==> src/ppns_pkg.sv <==
`timescale 1ns / 1ps
package ppns_pkg;

  localparam int unsigned DefMaxPoints = 65536;
  localparam int unsigned CoordW = 32;
  localparam int unsigned IdxW = 16;
  localparam int unsigned DivSteps = 31;
  localparam int unsigned SqrtSteps = 32;

  typedef enum logic [1:0] {
    REG_QUERY_X = 2'd0,
    REG_QUERY_Y = 2'd1,
    REG_QUERY_Z = 2'd2
  } reg_idx_e;

  typedef enum logic [3:0] {
    ST_IDLE,
    ST_DIFF,
    ST_PROD,
    ST_SUM,
    ST_DECIDE,
    ST_DIV,
    ST_LERP_MUL,
    ST_LERP_ADD,
    ST_ERR,
    ST_ERR_SQ,
    ST_CMP,
    ST_SQRT,
    ST_OUT
  } state_e;

  // Commands from the controller to the datapath.
  typedef struct packed {
    logic capture;
    logic load_diff;
    logic load_prod;
    logic load_sum;
    logic pick_a;
    logic pick_b;
    logic div_init;
    logic div_step;
    logic lerp_mul;
    logic lerp_add;
    logic load_err;
    logic load_err_sq;
    logic update_best;
    logic store_prev;
    logic sqrt_init;
    logic sqrt_step;
    logic load_out;
    logic clear_poly;
  } cmd_t;

  // Status from the datapath to the controller.
  typedef struct packed {
    logic num_le_zero;
    logic num_ge_den;
    logic better;
    logic has_prev;
    logic first_seg;
    logic full;
    logic last;
  } sts_t;

endpackage

==> src/ppns_ctrl.sv <==
`timescale 1ns / 1ps
module ppns_ctrl (
  input  logic          clk_i,
  input  logic          rst_ni,
  input  logic          in_valid_i,
  output logic          in_ready_o,
  output logic          out_valid_o,
  input  logic          out_ready_i,
  input  ppns_pkg::sts_t sts_i,
  output ppns_pkg::cmd_t cmd_o
);
  import ppns_pkg::*;

  state_e state_q, state_d;
  logic [5:0] cnt_q, cnt_d;
  logic out_valid_q, out_valid_d;

  always_ff @(posedge clk_i or negedge rst_ni) begin
    if (!rst_ni) begin
      state_q <= ST_IDLE;
      cnt_q <= '0;
      out_valid_q <= 1'b0;
    end else begin
      state_q <= state_d;
      cnt_q <= cnt_d;
      out_valid_q <= out_valid_d;
    end
  end

  assign out_valid_o = out_valid_q;

  always_comb begin
    state_d = state_q;
    cnt_d = cnt_q;
    cmd_o = '0;
    in_ready_o = 1'b0;
    out_valid_d = out_valid_q && !out_ready_i;
    unique case (state_q)
      ST_IDLE: begin
        in_ready_o = 1'b1;
        if (in_valid_i) begin
          cmd_o.capture = 1'b1;
          state_d = ST_DIFF;
        end
      end
      ST_DIFF: begin
        if (sts_i.full) begin
          state_d = sts_i.last ? ST_SQRT : ST_IDLE;
          cmd_o.sqrt_init = sts_i.last;
          cnt_d = '0;
        end else if (!sts_i.has_prev) begin
          cmd_o.store_prev = 1'b1;
          state_d = sts_i.last ? ST_SQRT : ST_IDLE;
          cmd_o.sqrt_init = sts_i.last;
          cnt_d = '0;
        end else begin
          cmd_o.load_diff = 1'b1;
          state_d = ST_PROD;
        end
      end
      ST_PROD: begin
        cmd_o.load_prod = 1'b1;
        state_d = ST_SUM;
      end
      ST_SUM: begin
        cmd_o.load_sum = 1'b1;
        state_d = ST_DECIDE;
      end
      ST_DECIDE: begin
        if (sts_i.num_le_zero) begin
          cmd_o.pick_a = 1'b1;
          state_d = ST_ERR;
        end else if (sts_i.num_ge_den) begin
          cmd_o.pick_b = 1'b1;
          state_d = ST_ERR;
        end else begin
          cmd_o.div_init = 1'b1;
          cnt_d = '0;
          state_d = ST_DIV;
        end
      end
      ST_DIV: begin
        cmd_o.div_step = 1'b1;
        cnt_d = cnt_q + 6'd1;
        if (cnt_q == 6'(DivSteps - 1)) state_d = ST_LERP_MUL;
      end
      ST_LERP_MUL: begin
        cmd_o.lerp_mul = 1'b1;
        state_d = ST_LERP_ADD;
      end
      ST_LERP_ADD: begin
        cmd_o.lerp_add = 1'b1;
        state_d = ST_ERR;
      end
      ST_ERR: begin
        cmd_o.load_err = 1'b1;
        state_d = ST_ERR_SQ;
      end
      ST_ERR_SQ: begin
        cmd_o.load_err_sq = 1'b1;
        state_d = ST_CMP;
      end
      ST_CMP: begin
        cmd_o.update_best = sts_i.first_seg || sts_i.better;
        cmd_o.store_prev = 1'b1;
        cnt_d = '0;
        cmd_o.sqrt_init = sts_i.last;
        state_d = sts_i.last ? ST_SQRT : ST_IDLE;
      end
      ST_SQRT: begin
        cmd_o.sqrt_step = 1'b1;
        cnt_d = cnt_q + 6'd1;
        if (cnt_q == 6'(SqrtSteps - 1)) state_d = ST_OUT;
      end
      ST_OUT: begin
        // Wait until the output register is free, then hand over the item.
        if (!out_valid_q || out_ready_i) begin
          cmd_o.load_out = 1'b1;
          cmd_o.clear_poly = 1'b1;
          out_valid_d = 1'b1;
          state_d = ST_IDLE;
        end
      end
      default: state_d = ST_IDLE;
    endcase
  end

endmodule

==> config.mk <==
export PLATFORM = sky130hd
export DESIGN_NAME = ppns_ctrl
export DESIGN_NICKNAME = d
export VERILOG_FILES = /design/src/ppns_pkg.sv /design/src/ppns_ctrl.sv
export SDC_FILE = /design/constraint.sdc
export NUM_CORES = 1
export LEC_CHECK = 0
export ABC_AREA = 0
export BUFFER_PORTS_ARGS = -buffer_cell sky130_fd_sc_hd__buf_2
export CAP_MARGIN = 20
export CORE_MARGIN = 2
export CORE_UTILIZATION = 40
export DETAILED_ROUTE_END_ITERATION = 6
export GPL_TIMING_DRIVEN = 0
export PLACE_DENSITY = 0.65
export REMOVE_ABC_BUFFERS = 1
export SYNTH_ARGS = -nofsm -noshare
export SYNTH_HDL_FRONTEND = slang
export SYNTH_SLANG_ARGS = --single-unit
==> constraint.sdc <==
create_clock -name clk_i -period 1.96 [get_ports clk_i]
set_input_delay 0.196 -clock clk_i [delete_from_list [all_inputs] [get_ports clk_i]]
set_output_delay 0.196 -clock clk_i [all_outputs]
set_load 0.01 [all_outputs]
### Word level (Yosys, flattened, before mapping)

Index checks and enable logic that the tools add are counted.

* add/sub/neg operators: 1
* multiplexer cells: 43
* eq/ne operators: 21
* reductions and logical operators: 10

Operators by type and width (number)
* 4-bit one-hot mux with 13 select lines: 1
* 4-bit 2-to-1 mux: 9
* 6-bit 2-to-1 mux: 4
* 6-bit one-hot mux with 4 select lines: 1
* 1-bit 2-to-1 mux: 22
* 4-bit == test (second input constant): 5
* 4-bit by 3-bit == test with 1-bit output (second input constant): 4
* 6-bit by 5-bit == test with 1-bit output (second input constant): 2
* 2-bit != test (second input constant): 6
* 4-bit by 2-bit == test with 1-bit output (second input constant): 2
* 2-bit 2-to-1 mux: 4
* 4-bit AND reduction: 2
* 6-bit by 1-bit adder with 6-bit output (second input constant): 1
* 4-bit by 1-bit == test with 1-bit output (second input constant): 1
* 4-bit logical NOT: 1
* 2-bit one-hot mux with 2 select lines: 1
* 4-bit nonzero test: 1
* 3-bit 2-to-1 mux: 1
* 3-bit != test (second input constant): 1
* 1-bit logical NOT: 2
* 1-bit logical OR: 2
* 2-bit OR reduction: 1
* 1-bit logical AND: 1

* word-level logic and storage cells: 78
* register bits: 11
* output and inout bits: 20

### Longest topological paths before layout

* word-level depth: 4
* mapped depth: 5

### Worst setup path after synthesis

Ideal clock, no wire load.

* path kind: flip-flop to flip-flop
* start: reg state_q[3]
* end: reg state_q[2]
* cell stages (with the launch flop): 6
* setup time: 124 ps
* buffers on the path: 1
* path slack: 341 ps
* data arrival time: 1495 ps
* path through: dfrtp_1 buf_2 nor4_2 o2bb2ai_1 nor4_1 a211o_1

* cells in the longest elaborated chain, start to end: 3

RTL lines
* from (decl): line ppns_ctrl.sv:14 `state_e state_q, state_d;`
* from (signal assigned): line ppns_ctrl.sv:24 `state_q <= state_d;`
* 4-bit == test (tied with other cells): line ppns_ctrl.sv:38 `unique case (state_q)`
* 2-bit != test (no line)
* 4-bit AND reduction (no line)

Parallel ways exist; a longest one is shown, timed or not.
A chain may end at the register's enable or synchronous reset.

==> results.md <==
- The run finished with clean final reports.
- Once the floorplan was initialized, standard cells occupied 42.5% of the core.
- The first routing iteration left 32 violations.
- The kind of cell with the highest combined delay on the critical path is simple AND/OR/NAND/NOR gates.
- The routed layout has between 1000 and 1500 vias.
- In this run the remaining antenna-violating nets after routing total 0.
- The routed wire length is ~2.2 mm.
- The signal on the critical path passes through or4b_4 > nor3b_1 > buf_2.
- The total of warnings raised by yosys is 0.
- Hold timing on the final database bottoms out at a slack of 0.229 ns.
- The number of cells produced by synthesis is 115.
- The via count of the first global-routing pass is 836.
- The overall power consumption is between 1.5 and 2 mW.
- The synthesized design contains 11 register bits.
- Buffers placed on the I/O ports in this run total 30.
- The number of clock sinks seen by CTS is 11.
- After floorplanning, the core was divided into 17 placement rows.
- Once layout is complete, the utilization of the core stands at 53.2%.
- The die outline area is around 0.0028 mm².
- The wire-length estimate of the detail-placed layout is 1.54 mm.
- After layout, the minimum clock period comes to between 1.5 and 2 ns.
- In the post-synthesis netlist, the biggest area contributors are dfrtp_1, inv_1, nand2b_1.
- The die boundary height is 52.5 µm.
- Counting instances, the worst hold path has a depth of 3.
- The share of synthesized registers carrying an async set or reset is 100%.
- The worst ir drop on vdd is 0.793 mV.
- Summing every instance area after synthesis gives roughly 940 µm².
- The share of synthesized area in the top cell type comes to between 20 and 30%.
- The worst hold path terminates at out_valid_o.
- The number of maximum-capacitance constraint violations is 0.
- Measured against its own limit, the worst slew margin works out to 71.2%.
- The overflow left after global routing is 0.
- The max-slew violation count is 0.
- The kind of critical path is flip-flop to output port.
- The startpoint type of the worst setup path is a flip-flop.
- The worst hold path begins at out_ready_i.
- The largest stage delay on the critical path is 0.54 ns.
- At the pin with the least slew margin, the transition time is 0.429 ns.
- In the final layout, the share of cells above drive strength 1 is 34.0%.
- The number of search-and-repair iterations in the first detailed-routing pass is 4.
- The register-to-register setup slack is 0.27 ns.
- Buffers inserted during clock tree synthesis total 3.
- The number of antenna violations at the first check in global routing is 0.
- In the final design database the tool counted 164 nets.
- The share of the cycle needed by the critical path after routing is 95.5%.
- The worst hold path class is primary input to flip-flop.
- For the worst setup path, the data required time is 1.76 ns.
- The fmax is 534 MHz.
- The post-route DRC violation count is 0.
- Counting flops with a built-in enable in the synthesized netlist gives 0.
- The number of levels the H-tree was split into is 1.
- For the worst-skew pair, the clock arrives at the later sink with an insertion delay of 0.27 ns.
- A synthesized cell averages 8.17 µm².
- The root buffer cell chosen for the clock tree is clkbuf_4.
- The count of final hold-check violations is 0.
- Entering global routing, the biggest net connects 23 pins.
- The slowest cell on the critical path is or4b_4.
- The CTS tree is built.
- Power spread over the standard cell area amounts to 1340 mW/mm².
- dfrtp_1 takes more of the synthesized area than any other cell.
- Of all nets on the critical path, the largest fanout is 16.
- The static leakage power is 0.590 nW.
- After synthesis, flip-flops and latches occupy between 20% and 30% of the total area.
- The global-route total usage across every layer is between 10% and 20%.
- The core region is 0.00221 mm².
- From synthesis to final layout, the design area changed by 25.3%.
- The placer's final routability congestion estimate is slightly below 0.8.
- The startpoint identified for the worst register-to-register timing path is state_q[1].
- The total I/O pin count is 31.
- The antenna diode instance count is 0.
- Counting along the longest clock path gives a buffer depth of 2.
- The worst path buffer plus inverter count is 1.
- Summed over all failing endpoints, the final setup total negative slack is 0 ns.
- The horizontal die dimension is 52.5 µm.
- The endpoint of the worst-slack reg-to-reg timing path is state_q[2].
- The post-detailed-route wirelength per cell is 12.5 µm.
- The worst register-to-register path has a depth of 5.
- The first global-routing pass estimated between 3 and 4 mm of wire.
- The distinct cell type count after synthesis is 46.
- Clock-pin slew was measured on the worst setup and hold paths at roughly 0.070 ns.
- After detailed routing, the number of vias per cell comes to about 5.6.
- The prevailing post-synth register cell is dfrtp_1.
- STA puts the critical path data arrival time at 1.68 ns.
- Setup violations remaining at the end of the flow were counted as 0.
- STA classifies the critical path endpoint as an output port.
- The clock arrives with about 0.0024 ns of skew.
placed cells by master (no fill, tap or decap), types with 2 or more instances in the layout:
cell	count
a21o_1	2
a21oi_1	6
a22oi_1	2
a311o_1	2
a31oi_1	2
buf_2	30
buf_4	6
clkbuf_4	4
dfrtp_1	7
dfrtp_2	3
ha_1	2
inv_1	10
nand2_1	8
nand2b_1	6
nand3_1	4
nand4bb_1	2
nor2_1	10
nor2b_1	4
nor3_1	6
nor4_1	2
o21ai_0	2
o21bai_1	2
o22ai_1	3
cell families after synthesis:
kind of cell,count (synthesis),synth area share (%)
compound gates,31,25.2
xor+xnor,1,0.932
fa+ha+maj,2,2.66
buf+inv,18,9.05
flops,11,29.3
mux,1,1.07
simple gates,51,31.8
area by class of cell:
cell class                      instances  area, µm²
Multi-Input combinational cell         86        579
Fill cell                             219       1030
Tap cell                               28       35.0
Timing Repair Buffer                   38        213
Clock buffer                            4       26.3
Inverter                               11       41.3
Sequential cell                        11        283
how the worst max path moves through the flow:
stage / from / slack, ns / depth (start not counted) / to
after floorplan: state_q[2] / 0.25 / 4 / state_q[2]
after global placement: state_q[3] / 0.11 / 4 / state_q[2]
after detailed placement: state_q[1] / 0.11 / 4 / state_q[2]
after CTS: state_q[1] / 0.01 / 3 / cmd_o[12]
after global routing: state_q[0] / -0.008 / 3 / cmd_o[12]
final: state_q[0] / 0.09 / 3 / cmd_o[12]
routing by layer:
metal	up-vias	part of all wire, %	track usage [%]
met3	2	6.7	5.14
met1	474	46	22.7
li1	491	-	-
met4	0	0.40	3.42
met2	36	47	27.1
met5	-	0	0
synth_stat cells, types with 2 or more instances:
library cell  instances
nand3_1               4
a22oi_1               2
o22ai_1               3
nand2b_1              6
nand2_1               8
nand4bb_1             2
a21oi_1               6
inv_1                10
o21ai_0               2
a21o_1                2
nor2b_1               4
nor4_1                2
nor2_1               10
ha_1                  2
nor3_1                6
dfrtp_1              11
buf_2                 2
o21bai_1              2
buf_4                 2
a311o_1               2
a31oi_1               2
state kept, by name (all words and copies together), names as in the netlist:
signal       flops
cnt_q            6
out_valid_o      1
state_q          4
timing repair:
item                                    CTS  global route
pin swaps                                 0             0
hold buffers                              1             0
setup buffers                             1             6
endpoints found under the hold margin    11             0
resized for setup                         4             1
endpoints found under the setup margin    3             2
worst min-delay path: cells and delay by family:
| family | cells | cell delay [ns] |
|---|---|---|
| buffers and inverters | 1 | 0.07 |
| and+or+nand+nor | 2 | 0.19 |
report_power, final:
part           internal, mW  switching [mW]
Combinational         0.448           0.522
Clock                0.0788          0.0759
Sequential            0.316           0.140
Total                 0.843           0.737
per-stage QoR:
| step | setup WS (ns) | std cells | area, µm² |
|---|---|---|---|
| 2_1_floorplan | 0.250 | 108 | 896 |
| 3_3_place_gp | 0.105 | 166 | 1080 |
| 3_5_place_dp | 0.110 | 166 | 1080 |
| 4_1_cts | 0.0113 | 172 | 1130 |
| 5_1_grt | -0.00767 | 178 | 1180 |
| 6_report | 0.0887 | 178 | 1180 |
(Power assumes the default switching activity.)
